[src/rtl/core/kmhr_pkg.sv]
// kmhr_pkg: sizes, code points and the two layout tables of the keyboard report core
// depends on nothing; imported by keyboard_matrix_hid_report_core and tb_top
package kmhr_pkg;

    localparam int ROWS    = 5;
    localparam int COLUMNS = 13;
    localparam int SLOTS   = 6;

    localparam int OUT_SLOTS = 6;
    localparam int ROM_ROWS  = 5;
    localparam int ROM_COLS  = 13;

    localparam int ROW_AW = (ROWS > 1) ? $clog2(ROWS) : 1;

    localparam logic [7:0] CODE_NONE    = 8'h00;
    localparam logic [7:0] CODE_MOD_LO  = 8'hE0;
    localparam logic [7:0] CODE_MOD_HI  = 8'hE7;
    localparam logic [7:0] CODE_TOGGLE  = 8'hFF;

    localparam logic [3:0] POS_HIGH_LAST  = 4'd7;
    localparam logic [3:0] POS_LOW_FIRST  = 4'd11;
    localparam logic [3:0] COL_HIGH_FIRST = 4'd5;

    typedef logic [COLUMNS-1:0] t_row_bits;

    typedef struct packed {
        t_row_bits prev;
        t_row_bits now;
    } t_row_word;

    typedef logic [7:0] t_code;

    localparam t_code LAYOUT_A [ROM_ROWS*ROM_COLS] = '{
        8'h29, 8'h1E, 8'h1F, 8'h20, 8'h21, 8'h22, 8'h23, 8'h24, 8'h25, 8'h26, 8'h27, 8'h2D, 8'h2E,
        8'h2B, 8'h14, 8'h1A, 8'h08, 8'h15, 8'h17, 8'h1C, 8'h18, 8'h0C, 8'h12, 8'h13, 8'h2F, 8'h30,
        8'h39, 8'h04, 8'h16, 8'h07, 8'h09, 8'h0A, 8'h0B, 8'h0D, 8'h0E, 8'h0F, 8'h33, 8'h34, 8'h31,
        8'hE1, 8'h1D, 8'h1B, 8'h06, 8'h19, 8'h05, 8'h11, 8'h10, 8'h36, 8'h37, 8'h38, 8'hE5, 8'h35,
        8'hE3, 8'hFE, 8'hFF, 8'hE2, 8'h2A, 8'h28, 8'h2C, 8'h8A, 8'hE4, 8'h50, 8'h51, 8'h52, 8'h4F
    };

    localparam t_code LAYOUT_B [ROM_ROWS*ROM_COLS] = '{
        8'h29, 8'h1E, 8'h1F, 8'h20, 8'h21, 8'h22, 8'h23, 8'h24, 8'h25, 8'h26, 8'h27, 8'h2F, 8'h30,
        8'h2B, 8'h34, 8'h36, 8'h12, 8'h18, 8'h1C, 8'h09, 8'h0A, 8'h06, 8'h15, 8'h0F, 8'h38, 8'h2E,
        8'hE0, 8'h13, 8'h0C, 8'h08, 8'h04, 8'h37, 8'h07, 8'h16, 8'h17, 8'h0B, 8'h1D, 8'h2D, 8'h31,
        8'hE1, 8'h0D, 8'h14, 8'h33, 8'h0E, 8'h1B, 8'h05, 8'h10, 8'h1A, 8'h11, 8'h19, 8'hE5, 8'h35,
        8'hE3, 8'hFE, 8'hFF, 8'hE2, 8'h2A, 8'h4C, 8'h28, 8'h2C, 8'h39, 8'h50, 8'h51, 8'h52, 8'h4F
    };

    // key code at a matrix position, none outside the tables
    function automatic t_code rom_code(input logic sel, input logic [4:0] row,
                                       input logic [4:0] col);
        logic [6:0] idx;
        idx = 7'(row) * 7'(ROM_COLS) + 7'(col);
        if (row >= 5'(ROM_ROWS) || col >= 5'(ROM_COLS)) begin
            return CODE_NONE;
        end
        return sel ? LAYOUT_B[idx] : LAYOUT_A[idx];
    endfunction

endpackage

[src/rtl/core/keyboard_matrix_hid_report_core.sv]
// keyboard_matrix_hid_report_core: switch samples in, six-key boot keyboard reports out
// depends on kmhr_pkg (sizes, codes, layout tables)
//
//  channel  | handshake           | word
//  ---------+---------------------+------------------------------------------------
//  input    | i_valid / o_ready   | i_mode i_row i_bit_pos i_pressed i_host_ready
//  output   | o_valid / i_ready   | o_modifier_bits o_slot_0..o_slot_5 o_layout_sel
//
// one word per cycle unless stage 1 stalls: the row state ram is read on acceptance and
// written back in the next cycle; a sample that hits the row just written is fed from
// the bypass; end of scan is decided combinationally from per-row due flags; row_before
// is committed for every row at once through per-row sync bits, so no copy sweep is needed
// reset clears all control flops at once; row entries read as zero until first written
// an end of scan with a report waits in stage 1 while a full output register is not taken

module keyboard_matrix_hid_report_core
    import kmhr_pkg::*;
(
    input  logic       i_clk,
    input  logic       i_rst_n,
    input  logic       i_valid,
    output logic       o_ready,
    input  logic       i_mode,
    input  logic [2:0] i_row,
    input  logic [3:0] i_bit_pos,
    input  logic       i_pressed,
    input  logic       i_host_ready,
    output logic       o_valid,
    input  logic       i_ready,
    output logic [7:0] o_modifier_bits,
    output logic [7:0] o_slot_0,
    output logic [7:0] o_slot_1,
    output logic [7:0] o_slot_2,
    output logic [7:0] o_slot_3,
    output logic [7:0] o_slot_4,
    output logic [7:0] o_slot_5,
    output logic       o_layout_sel
);

    // row state ram
    t_row_word r_mem [ROWS];
    t_row_word r_rd;

    // stage 1
    logic              r_s1_valid;
    logic              r_s1_mode;
    logic              r_s1_hit;
    logic [ROW_AW-1:0] r_s1_row;
    logic [3:0]        r_s1_col;
    logic              r_s1_pressed;
    logic              r_s1_host_ready;
    logic              r_fwd;
    t_row_word         r_fwd_word;

    // per-row flags
    logic [ROWS-1:0] r_vld;
    logic [ROWS-1:0] r_sync;
    logic [ROWS-1:0] r_due;
    logic [ROWS-1:0] r_nz;

    // key state
    t_code       r_slots [SLOTS];
    logic [7:0]  r_modifier;
    logic        r_layout;
    logic        r_toggle_latch;

    // output register
    logic        r_out_valid;
    logic [7:0]  r_out_mod;
    t_code       r_out_slots [OUT_SLOTS];
    logic        r_out_layout;

    logic              in_acc;
    logic              in_hit;
    logic [3:0]        in_col;
    logic [ROW_AW-1:0] in_raddr;
    logic              s1_adv;
    logic              s1_stall;
    logic              s1_sample;
    logic              s1_eos;
    logic              wr_en;
    t_row_word         cur_word;
    t_row_bits         cur_before;
    t_row_bits         new_now;
    t_row_bits         col_bit;
    t_code             code;
    logic              apply;
    logic              is_mod;
    logic              due_any;
    logic              emit;
    logic              commit;
    t_code             n_slots [SLOTS];
    logic [7:0]        n_modifier;
    logic              n_layout;
    logic              n_toggle_latch;
    logic              placed;
    t_code             out_slots [OUT_SLOTS];

    // column decode of the shift chain position
    always_comb begin
        in_col = 4'd0;
        in_hit = 1'b0;
        if (i_bit_pos <= POS_HIGH_LAST) begin
            in_col = i_bit_pos + COL_HIGH_FIRST;
            in_hit = 1'b1;
        end else if (i_bit_pos >= POS_LOW_FIRST) begin
            in_col = i_bit_pos - POS_LOW_FIRST;
            in_hit = 1'b1;
        end
        if ({1'b0, i_row} >= 4'(ROWS) || {1'b0, in_col} >= 5'(COLUMNS)) begin
            in_hit = 1'b0;
        end
        in_raddr = ROW_AW'(i_row);
    end

    assign s1_sample = r_s1_valid && !r_s1_mode;
    assign s1_eos    = r_s1_valid && r_s1_mode;
    assign due_any   = |r_due;
    assign emit      = s1_eos && due_any && r_s1_host_ready;
    assign commit    = s1_eos && (!due_any || r_s1_host_ready);
    assign s1_stall  = emit && r_out_valid && !i_ready;
    assign s1_adv    = r_s1_valid && !s1_stall;
    assign o_ready   = !r_s1_valid || s1_adv;
    assign in_acc    = i_valid && o_ready;

    // read-modify-write of the row word
    always_comb begin
        if (r_fwd) begin
            cur_word = r_fwd_word;
        end else if (r_vld[r_s1_row]) begin
            cur_word = r_rd;
        end else begin
            cur_word = '0;
        end
        // after a commit the stored now value is also the previous scan
        cur_before = r_sync[r_s1_row] ? cur_word.now : cur_word.prev;
        col_bit    = t_row_bits'(1) << r_s1_col;
        new_now    = r_s1_pressed ? (cur_word.now | col_bit) : (cur_word.now & ~col_bit);
        wr_en      = s1_sample && r_s1_hit;
        code       = rom_code(r_layout, 5'(r_s1_row), 5'(4'(COLUMNS - 1) - r_s1_col));
        apply      = r_s1_pressed || (new_now != cur_before);
        is_mod     = (code >= CODE_MOD_LO) && (code <= CODE_MOD_HI);
    end

    // key code update
    always_comb begin
        n_slots        = r_slots;
        n_modifier     = r_modifier;
        n_layout       = r_layout;
        n_toggle_latch = r_toggle_latch;
        placed         = 1'b0;
        if (wr_en && apply) begin
            if (code == CODE_TOGGLE) begin
                if (r_s1_pressed) begin
                    if (!r_toggle_latch) begin
                        n_layout = ~r_layout;
                    end
                    n_toggle_latch = 1'b1;
                end else begin
                    n_toggle_latch = 1'b0;
                end
            end else if (is_mod) begin
                n_modifier[code[2:0]] = r_s1_pressed;
            end else if (r_s1_pressed) begin
                // first slot holding the code or empty, whichever comes first
                for (int k = 0; k < SLOTS; k++) begin
                    if (!placed && r_slots[k] == code) begin
                        placed = 1'b1;
                    end else if (!placed && r_slots[k] == CODE_NONE) begin
                        n_slots[k] = code;
                        placed     = 1'b1;
                    end
                end
            end else begin
                for (int k = 0; k < SLOTS; k++) begin
                    if (r_slots[k] == code) begin
                        n_slots[k] = CODE_NONE;
                    end
                end
            end
        end
    end

    always_ff @(posedge i_clk) begin
        if (in_acc && in_hit) begin
            r_rd <= r_mem[in_raddr];
        end
        if (wr_en) begin
            r_mem[r_s1_row] <= '{prev: cur_before, now: new_now};
        end
    end

    always_ff @(posedge i_clk) begin
        if (!i_rst_n) begin
            r_s1_valid     <= 1'b0;
            r_fwd          <= 1'b0;
            r_vld          <= '0;
            r_sync         <= '0;
            r_due          <= '0;
            r_nz           <= '0;
            r_modifier     <= '0;
            r_layout       <= 1'b0;
            r_toggle_latch <= 1'b0;
            r_out_valid    <= 1'b0;
            for (int k = 0; k < SLOTS; k++) begin
                r_slots[k] <= CODE_NONE;
            end
        end else begin
            if (in_acc) begin
                r_s1_valid <= 1'b1;
                // bypass only for a sample that will touch the row being written
                r_fwd      <= wr_en && !i_mode && in_hit && (r_s1_row == in_raddr);
            end else if (s1_adv) begin
                r_s1_valid <= 1'b0;
                r_fwd      <= 1'b0;
            end
            if (wr_en) begin
                r_vld[r_s1_row]  <= 1'b1;
                r_sync[r_s1_row] <= 1'b0;
                r_nz[r_s1_row]   <= |new_now;
                r_due[r_s1_row]  <= (|new_now) || (new_now != cur_before);
            end
            if (commit && s1_adv) begin
                r_sync <= '1;
                r_due  <= r_nz;
            end
            r_slots        <= n_slots;
            r_modifier     <= n_modifier;
            r_layout       <= n_layout;
            r_toggle_latch <= n_toggle_latch;
            if (emit && s1_adv) begin
                r_out_valid <= 1'b1;
            end else if (i_ready) begin
                r_out_valid <= 1'b0;
            end
        end
    end

    always_comb begin
        for (int k = 0; k < OUT_SLOTS; k++) begin
            out_slots[k] = CODE_NONE;
            if (k < SLOTS) begin
                out_slots[k] = r_slots[k];
            end
        end
    end

    // stage 1 payload and report payload
    always_ff @(posedge i_clk) begin
        if (in_acc) begin
            r_s1_mode       <= i_mode;
            r_s1_hit        <= in_hit;
            r_s1_row        <= in_raddr;
            r_s1_col        <= in_col;
            r_s1_pressed    <= i_pressed;
            r_s1_host_ready <= i_host_ready;
            r_fwd_word      <= '{prev: cur_before, now: new_now};
        end
        if (emit && s1_adv) begin
            r_out_mod    <= r_modifier;
            r_out_slots  <= out_slots;
            r_out_layout <= r_layout;
        end
    end

    assign o_valid         = r_out_valid;
    assign o_modifier_bits = r_out_mod;
    assign o_slot_0        = r_out_slots[0];
    assign o_slot_1        = r_out_slots[1];
    assign o_slot_2        = r_out_slots[2];
    assign o_slot_3        = r_out_slots[3];
    assign o_slot_4        = r_out_slots[4];
    assign o_slot_5        = r_out_slots[5];
    assign o_layout_sel    = r_out_layout;

`ifndef NO_ASSERTIONS
    // a stalled end of scan blocks new words
    a_stall_blocks: assert property (@(posedge i_clk) disable iff (!i_rst_n)
        s1_stall |-> !in_acc)
        else $error("word accepted while stage 1 is stalled");

    // bypass only ever serves a sample sitting in stage 1
    a_fwd_sample: assert property (@(posedge i_clk) disable iff (!i_rst_n)
        r_fwd |-> (r_s1_valid && !r_s1_mode))
        else $error("bypass active without a sample in stage 1");

    // a synced row is due exactly when it is nonzero
    a_sync_due: assert property (@(posedge i_clk) disable iff (!i_rst_n)
        ((r_due & r_sync) == (r_nz & r_sync)))
        else $error("due flag out of step with a synced row");

    // a new report needs a ready host at end of scan
    a_report_host: assert property (@(posedge i_clk) disable iff (!i_rst_n)
        (emit && s1_adv) |-> (r_s1_host_ready && r_s1_mode))
        else $error("report loaded without a ready host");

    // a row can only be due once it has been written since reset
    a_due_written: assert property (@(posedge i_clk) disable iff (!i_rst_n)
        ((r_due & ~r_vld) == '0))
        else $error("due flag set on an unwritten row");
`endif

endmodule

[config.mk]
export PLATFORM = sky130hd
export DESIGN_NAME = keyboard_matrix_hid_report_core
export DESIGN_NICKNAME = d
export VERILOG_FILES = /design/src/rtl/core/kmhr_pkg.sv /design/src/rtl/core/keyboard_matrix_hid_report_core.sv
export SDC_FILE = /design/constraint.sdc
export NUM_CORES = 1
export LEC_CHECK = 0
export BUFFER_PORTS_ARGS = -buffer_cell sky130_fd_sc_hd__buf_4
export CAP_MARGIN = 10
export CORE_MARGIN = 2
export CORE_UTILIZATION = 40
export DETAILED_ROUTE_END_ITERATION = 10
export PLACE_DENSITY = 0.57
export SLEW_MARGIN = 20
export SYNTH_ARGS = -nofsm -noshare
export SYNTH_HDL_FRONTEND = slang
export SYNTH_SLANG_ARGS = --single-unit
[constraint.sdc]
create_clock -name i_clk -period 5 [get_ports i_clk]
set_input_delay 1 -clock i_clk [delete_from_list [all_inputs] [get_ports i_clk]]
set_output_delay 1 -clock i_clk [all_outputs]
set_load 0.03 [all_outputs]
Word level (Yosys, flattened, before mapping)
Memories as Yosys holds them, arrays and structs flattened. A register that Yosys moved wholly into a read port is not among the register bits.
Index checks and enable logic that the tools add are counted.
{ "word_totals": {"romBits": 2048, "latchBits": 0, "mem_count": 3, "ram_bits": 130, "wordCells": 248, "ff_bits": 175} }
{ "mem_list": {"columns": ["memory", "words", "width", "rd", "rd_clocked_by_memory_dff", "wr", "line", "rtl"], "rows": [
  ["(no name shown)", 128, 8, 1, 0, 0, "kmhr_pkg.sv:57", "return sel ? LAYOUT_B[idx] : LAYOUT_A[idx];"],
  ["(no name shown)", 128, 8, 1, 0, 0, "kmhr_pkg.sv:57", null],
  ["r_mem", 5, 26, 1, 1, 1, "keyboard_matrix_hid_report_core.sv:41", "t_row_word r_mem [ROWS];"]
]} }
{ "classes": {"div": 0, "n_addsub": 4, "mul": 1, "n_shift": 1, "eq_ne": 20, "order_cmp": 13, "mux": 89, "reduce_logical": 74, "bitwise": 11} }
{ "ops": {"columns": ["operator", "count"], "rows": [
  ["$mux W8", 25],
  ["$mux W26", 2],
  ["$eq A8 B8 Y1", 6],
  ["$logic_not A8 Y1", 6],
  ["$mux W48", 1],
  ["$mux W1", 46],
  ["$reduce_and A6 Y1", 6],
  ["$logic_and A1 B1 Y1", 30],
  ["$mux W13", 2],
  ["$mux W5", 4],
  ["$reduce_bool A2 Y1", 10],
  ["$ge A8 B8 Y1 const B", 2],
  ["$and A13 B13 Y13", 1],
  ["$ne A13 B13 Y1", 1],
  ["$not A13 Y13", 1],
  ["$or A13 B13 Y13", 1],
  ["$reduce_or A13 Y1", 1],
  ["$shl A1 B4 Y13 const A", 1],
  ["$ne A2 B2 Y1 const B", 6],
  ["$logic_not A1 Y1", 11],
  ["$bwmux W5", 2],
  ["$ne A2 B1 Y1 const B", 5],
  ["$bwmux W8", 1],
  ["$eq A8 B8 Y1 const B", 1],
  ["other kinds (26)", 41]
]} }

Depth between registers and ports, before layout
Gate-level depths: netlist of run 1.
{ "depth": {"depth_word": 51, "depth_mapped": 25} }

Least setup slack after synthesis of run 1
No wires, ideal clock.
{ "synth_path": {"path_type": "reg-to-reg", "from": "reg r_s1_row[1]", "to": "reg r_slots, in the netlist out_slots[37]", "path_slack_ps": -28, "n_path_buf": 3, "stages_incl_launch_ff": 21, "t_arrival_ps": 4911, "setup_ps": 117, "path_cell_list": "edfxtp_1 buf_4 inv_1 ha_1 fa_1 inv_1 ha_1 buf_6 xor2_1 mux4_1 mux2_2 mux2_2 o22ai_4 or2_1 buf_4 nor2_1 a2111oi_1 o211ai_1 o21ai_0 o21ai_2 a22o_1"} }
{ "synth_via": {"elab_chain_len": 18, "elab_cells_between_ends": 50, "cone_classes": "1 x add/sub; 1 x mul; 3 x order compare; 6 x eq/ne; 23 x mux; 5 x bitwise; 9 x reduce/logical; 2 x memory"} }
{ "synth_rtl": {"columns": ["element", "line", "rtl"], "rows": [
  ["from (decl)", "keyboard_matrix_hid_report_core.sv:48", "logic [ROW_AW-1:0] r_s1_row;"],
  ["from (signal assigned)", "keyboard_matrix_hid_report_core.sv:253", "r_s1_row <= in_raddr;"],
  ["$mul A3 B4 Y7", "kmhr_pkg.sv:53", "idx = 7'(row) * 7'(ROM_COLS) + 7'(col);"],
  ["$add A7 B5 Y7", "kmhr_pkg.sv:53", null],
  ["$not A7 Y8 (implied by the code)", "kmhr_pkg.sv:57", null],
  ["$mem_v2 Z128 W8", null, null],
  ["$mux W8 (implied by the code) (2 in series)", "kmhr_pkg.sv:57", null],
  ["$mux W8 (2 in series)", "kmhr_pkg.sv:57", null],
  ["$eq A8 B8 Y1", "keyboard_matrix_hid_report_core.sv:167", "if (!placed && r_slots[k] == code) begin"],
  ["$mux W1", "keyboard_matrix_hid_report_core.sv:167", null],
  ["$mux W1", "keyboard_matrix_hid_report_core.sv:164", "end else if (r_s1_pressed) begin"],
  ["$mux W1", "keyboard_matrix_hid_report_core.sv:162", "end else if (is_mod) begin"],
  ["$mux W1", "keyboard_matrix_hid_report_core.sv:153", "if (code == CODE_TOGGLE) begin"],
  ["$mux W1", "keyboard_matrix_hid_report_core.sv:152", "if (wr_en && apply) begin"],
  ["$logic_not A1 Y1", "keyboard_matrix_hid_report_core.sv:167, keyboard_matrix_hid_report_core.sv:169", null],
  ["$logic_and A1 B1 Y1, on equally long branches", "keyboard_matrix_hid_report_core.sv:169, keyboard_matrix_hid_report_core.sv:167", null],
  ["$ne A2 B1 Y1 (no source line) or $ne A2 B2 Y1 (tied branches)", null, null],
  ["$reduce_and A6 Y1 (no source line)", null, null],
  ["to (signal assigned)", "keyboard_matrix_hid_report_core.sv:227", "r_slots <= n_slots;"],
  ["to (decl)", "keyboard_matrix_hid_report_core.sv:62", "t_code r_slots [SLOTS];"]
]} }
Parallel ways exist; a longest one is shown, timed or not. The select of a mux whose other input is x is not followed.
A chain may end at the register's enable or synchronous reset.

Worst setup path in the final report of run 1
{ "layout_path": {"from": "reg r_s1_col[1]", "to": "reg r_slots, in the netlist out_slots[34]"} }
{ "layout_via": {"elab_chain_len": 18, "elab_cells_between_ends": 45, "cone_classes": "2 x add/sub; 3 x order compare; 6 x eq/ne; 1 x shift; 16 x mux; 6 x bitwise; 9 x reduce/logical; 2 x memory"} }
{ "layout_rtl": {"columns": ["element", "line", "rtl"], "rows": [
  ["from (decl)", "keyboard_matrix_hid_report_core.sv:49", "logic [3:0] r_s1_col;"],
  ["from (signal assigned)", "keyboard_matrix_hid_report_core.sv:254", "r_s1_col <= in_col;"],
  ["$sub A4 B4 Y5", "keyboard_matrix_hid_report_core.sv:140", "code = rom_code(r_layout, 5'(r_s1_row), 5'(4'(COLUMNS - 1) - r_s1_col));"],
  ["$add A7 B5 Y7", "kmhr_pkg.sv:53", null],
  ["$not A7 Y8 (implied by the code)", "kmhr_pkg.sv:57", null],
  ["$mem_v2 Z128 W8", null, null],
  ["$mux W8 (implied by the code) (2 in series)", "kmhr_pkg.sv:57", null],
  ["$mux W8 (2 in series)", "kmhr_pkg.sv:57", null],
  ["$eq A8 B8 Y1", "keyboard_matrix_hid_report_core.sv:167", null],
  ["$mux W1", "keyboard_matrix_hid_report_core.sv:167", null],
  ["$mux W1", "keyboard_matrix_hid_report_core.sv:164", null],
  ["$mux W1", "keyboard_matrix_hid_report_core.sv:162", null],
  ["$mux W1", "keyboard_matrix_hid_report_core.sv:153", null],
  ["$mux W1", "keyboard_matrix_hid_report_core.sv:152", null],
  ["$logic_not A1 Y1", "keyboard_matrix_hid_report_core.sv:167, keyboard_matrix_hid_report_core.sv:169", null],
  ["$logic_and A1 B1 Y1, on equally long branches", "keyboard_matrix_hid_report_core.sv:169, keyboard_matrix_hid_report_core.sv:167", null],
  ["$ne A2 B1 Y1 (no source line) or $ne A2 B2 Y1 (tied branches)", null, null],
  ["$reduce_and A6 Y1 (no source line)", null, null]
]} }
Parallel ways exist; a longest one is shown, timed or not. The select of a mux whose other input is x is not followed.

==> impl_metrics.toml, run 1 <==
[status]
status = "finished, violations left"
violations = "setup timing"

[place]
place_inst = 2108
detailed_place.area_mm2 = 0.0189
hpwl_mm = 33.3
place_congestion = 0.929
io_buffers = 72

[timing]
maxSlewHeadroom_pct = 31.9
fin_skew_ns = 0.0434
fin_crit_sh_pct = 102
worst_slew_pin_slew_ns = 1.02
hold_violations = 0
fmax_mhz = 196
slew_violations = 0
setup_slack_ns = -0.114
setup_viol_count_final = 24
min_period_ns = 5.11
holdWs_ns = 0.438
setup_tns_ns = -1.52
rsz0062_at_grt = "yes"

[clocking]
clkTransAtPathRegs_ns = 0.06
cts.path.max_buffers = 3
cts-root-buf = "clkbuf_16"
cts_buffers = 36
htreeDepth = 2
cts.sinks = 331
cts_hold_buf = 0
cts_tree = "yes"
clk_latency_ns = 0.58

[logic_synthesis]
synth_top_area_share_pct = 45.3
ys_seq_area_share_pct = 55.1
syn_inst = 1383
ys_ff_latch = 331
syn-num-nets = 1427
synth_ff_type = "edfxtp_1"
syn-cell-area_mm2 = 0.0166
synth_edf_count = 250
ys_warn_count = 0
synth_cell_types = 109
synth.area.top_cells = "edfxtp_1, dfxtp_1, mux4_2"
synth_top_area_cell = "edfxtp_1"
syn_avg_cell_area_um2 = 12.0
async_flop_share_pct = 0

[floorplanning]
start_util_pct = 40.6
io_pins = 73
die_w_um = 207
die_y_um = 207
die-area_mm2 = 0.0430
core-area_mm2 = 0.0408
row_count = 74

[power_and_ir_drop]
p_leak_nw = 7.80
ir_worst_vdd_v = 0.000314
p_total_w = 0.0109
p_per_area_mw_per_mm2 = 514

[setup_path]
slowest_delay_ns = 0.49
critPathKind = "register to register"
critPathTopFamily = "adder cells"
required_ns = 5.47
reg2reg_from = "r_s1_col[1]"
crit_buf_inv = 7
reg2reg_depth = 23
endpoint_kind = "register"
slowest_stage = "fa_2"
path_max_fanout = 7
crit_start = "r_s1_col[1]"
rrSetupSlack_ns = -0.11
start_kind = "register"
arrival_ns = 5.59
crit_chain = "inv_2 > ha_4 > ha_4 > inv_2 > ha_4 > inv_2 > fa_2 > xor2_4 > buf_6 > mux4_2 > mux2_2 > mux2_4 > o22ai_4 > buf_6 > a21oi_2 > o311ai_2 > a2111oi_4 > o211ai_1 > buf_4 > nand3_4 > buf_4 > or3_4 > o2bb2ai_1"
r2r_end = "out_slots[34]"

[detailed_routing]
post-route-drc-count = 0
num_vias = 12800
ant_nets = 0
drt_iter0_drc = 1133
drt_wl_total_mm = 48.1
viasPerCell = 5.72
first_pass_iters = 5
drt-wirelength-per-cell_um = 21.6

[cells_and_area]
final_cell_count_no_fill = 2231
stdcell_area_mm2 = 0.0213
nNetsFinal = 1717
fillers = 3544
drive_gt1_share_pct = 35.3
area_delta_synth_final_pct = 28.4
layout_common_cells = "buf_4, edfxtp_1, nor2_1, nand2_1, dfxtp_1"
final_common_cell = "buf_4"
antenna_cells = 0

[global_route]
grt_max_degree = 41
grt_pass1_vias = 12400
overflow = 0
antenna_found_initial = 0
grt_pass1_wl_mm = 73.3
grt_use_total_pct = 21.7

[flow_run]
cap_violations = 0

[min_path]
hold_depth = 0
hold_class = "register to register"
hold_path.startpoint = "r_modifier[4]"
hold_path_end = "o_modifier_bits[4]"
==> worst register-to-register path, delay by kind of cell, from the launching register on <==
family | cells | cell delay, ns
buffers and inverters | 7 | 0.81
AOI/OAI and AO/OA | 6 | 0.87
xor gates and xnor gates | 1 | 0.27
adders and majority gates | 4 | 1.19
and+or+nand+nor | 2 | 0.52
muxes | 3 | 1.05
DFF | 1 | 0.37
==> state kept, by name, summed over array words and instances (netlist names), 3 cells and up <==
register and cells:
r_modifier 8, r_fwd_word 26, o_slot_1 8, r_sync 5, r_vld 5, r_rd 26, r_due 5, o_modifier_bits 8
r_s1_col 4, o_slot_5 8, r_s1_row 3, o_slot_4 8, o_slot_3 8, r_mem 130, o_slot_2 8, o_slot_0 8
r_nz 5, out_slots 48
==> metal layers <==
| metal | global-route usage (%) | vias to the layer above | routed length (um) |
|---|---|---|---|
| met5 | 0 | - | 0 |
| met3 | 3.60 | 74 | 2840 |
| li1 | - | 5906 | - |
| met1 | 31.7 | 6360 | 22300 |
| met2 | 33.3 | 431 | 22000 |
| met4 | 6.13 | 0 | 1010 |
==> where the power goes <==
group          internal [W]  switching (W)
clock               0.00145        0.00111
sequential          0.00300      0.0000270
combinational       0.00260        0.00275
total               0.00705        0.00389
==> synth_stat cells, types with 6 or more instances <==
master     instances
a221oi_1           9
nor2b_1           13
nand2b_1          18
and2_1            11
o22ai_1           17
o21ai_0           58
a211oi_1          12
a22o_1            18
nor3_1            41
buf_2             14
mux2_2            44
nand2_1          102
a21o_1             7
a2111oi_0          8
nand4_1           12
a21oi_1           58
a32oi_1            6
o2bb2ai_1          8
mux2i_1           22
and3_1             6
edfxtp_1         250
a211o_1            6
o31ai_1           11
dfxtp_1           81
ha_1              27
clkbuf_1          33
or3_1             10
nor2_1           122
xor2_1            11
inv_1             45
buf_6              9
nand3_1           26
o21a_1            11
nor4_1            16
o211ai_1          14
buf_1              6
a31oi_1            8
mux4_2            29
buf_4             12
xnor2_1           25
==> what timing repair did <==
| action | in CTS | in global routing |
|---|---|---|
| resized for setup | 75 | 84 |
| pin swaps | 34 | 51 |
| setup endpoints to repair | 58 | 58 |
| endpoints found under the hold margin | 0 | 0 |
| setup buffers | 31 | 27 |
| gates cloned | 1 | 1 |
==> kinds of logic after synthesis <==
logic type      Yosys count  synth area share (%)
simple gates            422                  12.6
buf+inv                 120                  3.51
mux                      98                  8.58
fa+ha+maj                30                  2.40
xor+xnor                 39                  2.20
compound gates          343                  15.6
flops                   331                  55.1
==> per-stage QoR <==
stage	util [%]	setup slack (ns)
after global placement	46.3	-0.523
after detailed placement	46.3	-0.617
after global routing	52.1	-0.286
after CTS	50.7	0.000773
final	52.1	-0.114
after floorplan	-	0.0174
==> area by class of cell <==
cell class	count	area, um^2	share of cell area, %
clock buffers	45	975	4.58
clock inverters	19	156	0.735
inverters	46	173	0.812
multi-input cells	933	7500	35.3
flip-flops and latches	331	9130	42.9
well taps	532	666	3.13
repair buffers	325	2660	12.5
==> worst max path at each step <==
stage                     depth (start not counted)             to  slack, ns
final                                            23  out_slots[34]      -0.11
after global routing                             22  out_slots[15]      -0.29
after CTS                                        22  out_slots[37]     0.0008
after detailed placement                         23  out_slots[10]      -0.62
after global placement                           23  out_slots[10]      -0.52
after floorplan                                  20  out_slots[10]       0.02
No activity file was read; power rests on OpenSTA's default activity.
==> inputs of run 2 (changes only) <==
Settings changed: GPL_TIMING_DRIVEN from default to 0.
==> run 2 against run 1 <==
Net effect: the run still ends with setup timing left; final area shrank 0.12%; register-to-register slack lost 0.14 ns; core utilization shrank 0.061 points; flip-flop and latch count is the same; critical endpoint is now out_slots[14]; largest power group unchanged; sequential power is essentially flat; setup slack lost 0.14 ns.
==> impl_metrics.toml, run 2 (synthesis gave the netlist of run 1 again) <==
[timing]
hold_violations = 0
maxSlewHeadroom_pct = 21.6
fmax_mhz = 190
setup_slack_ns = -0.249
min_period_ns = 5.25
rsz0062_at_grt = "yes"
slew_violations = 0
worst_slew_pin_slew_ns = 1.16
fin_skew_ns = 0.0207
fin_crit_sh_pct = 105
setup_viol_count_final = 48

[cells_and_area]
area_delta_synth_final_pct = 28.3
layout_common_cells = "edfxtp_1, buf_4, nor2_1, nand2_1, dfxtp_1"
stdcell_area_mm2 = 0.0212
regMostFlops = "r_mem"
nNetsFinal = 1654
drive_gt1_share_pct = 33.1
final_common_cell = "edfxtp_1"
largest_reg_flops = 130
antenna_cells = 0

[setup_path]
required_ns = 5.47
critPathTopFamily = "simple AND/OR/NAND/NOR gates"
crit_buf_inv = 9
slowest_delay_ns = 0.55
critPathKind = "register to register"
start_kind = "register"
slowest_stage = "fa_1"
path_max_fanout = 10
crit_chain = "buf_6 > o21ai_4 > xnor2_2 > fa_1 > inv_2 > ha_4 > xnor2_4 > buf_6 > buf_8 > buf_8 > a21oi_2 > or3b_1 > o211ai_1 > a21oi_2 > buf_6 > buf_8 > buf_4 > nand2_1 > a21oi_2 > or2_1 > buf_6 > or2_4 > or3_1 > a21oi_1"
arrival_ns = 5.72
crit_top_cell = "buf_6"
endpoint_kind = "register"

[clocking]
cts.sinks = 331
cts_buffers = 36
cts_tree = "yes"
clk_latency_ns = 0.55
cts.path.max_buffers = 3
cts-root-buf = "clkbuf_16"
htreeDepth = 2
clkTransAtPathRegs_ns = 0.06

[place]
io_buffers = 71
detailed_place.area_mm2 = 0.0180
hpwl_mm = 33.9
place_congestion = 0.934

[global_route]
grt_use_total_pct = 22.5
grt_pass1_wl_mm = 75.4
antenna_found_initial = 0
overflow = 0
grt_pass1_vias = 12400
grt_max_degree = 32

[flow_run]
cap_violations = 0

[status]
violations = "setup timing"
status = "finished, violations left"

[floorplanning]
io_pins = 73
start_util_pct = 40.6
die-area_mm2 = 0.0430
core-area_mm2 = 0.0408
die_w_um = 207
die_y_um = 207
row_count = 74

[detailed_routing]
post-route-drc-count = 0
drt_wl_total_mm = 50.2
first_pass_iters = 5
num_vias = 12800
drt-wirelength-per-cell_um = 23.1
drt_iter0_drc = 1185
ant_nets = 0
viasPerCell = 5.92

[min_path]
hold_class = "register to register"

[power_and_ir_drop]
ir_worst_vdd_v = 0.000407
p_leak_nw = 7.57
p_total_w = 0.0111
p_per_area_mw_per_mm2 = 522
[run 2: changes by cell type in the layout (fill, tap and decap cells not counted), moves of 7 or more]
cell      before  now
nand2_2        4   15
buf_6         16   24
nor2_4         4   12
o21ai_1       11   18
o21ai_0       47   40
nand2_1      100   87
clkbuf_1       5   29
buf_4        295  170
[run 2: where the power goes]
group          internal, W  leakage [nW]  total (W)  switching [W]
Clock              0.00150         0.565    0.00259        0.00110
Sequential         0.00300          2.97    0.00302      0.0000270
Combinational      0.00253          4.03    0.00546        0.00294
[run 2: routing by layer]
layer | share of wire (%) | track usage (%) | vias up
met3 | 6.1 | 3.66 | 105
li1 | - | - | 5795
met4 | 2.6 | 6.70 | 0
met2 | 46 | 35.3 | 540
met1 | 45 | 32.2 | 6391
met5 | 0 | 0 | -
[run 2: layout make-up]
| class | instances | area (um^2) |
|---|---|---|
| clock buffer | 43 | 970 |
| buffer | 67 | 485 |
| sequential | 331 | 9130 |
| inverter | 46 | 178 |
| clock inverter | 22 | 178 |
| timing repair buffer | 196 | 1870 |
| multi-input combinational | 932 | 7760 |
| tap | 532 | 666 |
| fill | 3499 | 19600 |
[run 2: path summary, 6_finish.rpt]
path / endpoint / cells after the start / slack, ns / startpoint
max: out_slots[14] / 24 / -0.25 / r_s1_col[0]
min: o_modifier_bits[0] / 0 / 0.44 / r_modifier[0]
max reg2reg: out_slots[14] / 24 / -0.25 / r_s1_col[0]
min reg2reg: o_modifier_bits[0] / 0 / 0.44 / r_modifier[0]
[run 2: what timing repair did]
item,4_1_cts,5_1_grt
hold buffers,0,0
endpoints found under the setup margin,58,63
gates resized for setup,152,95
cloned,5,2
pin swaps,50,58
endpoints found under the hold margin,0,0
buffers inserted,60,50
[run 2: metrics by stage]
stage          setup WS [ns]  setup TNS, ns  instances  hold slack [ns]  util [%]
6_report              -0.249          -5.92       2169            0.440      52.0
4_1_cts               -0.125          -2.66       2120            0.441      50.1
5_1_grt               -0.411         -14.46       2169            0.451      52.0
3_3_place_gp           -1.33         -77.61       1986            0.419      43.6
3_5_place_dp           -1.33         -66.18       1994            0.426      44.0
2_1_floorplan         0.0174              0       1383            0.402         -
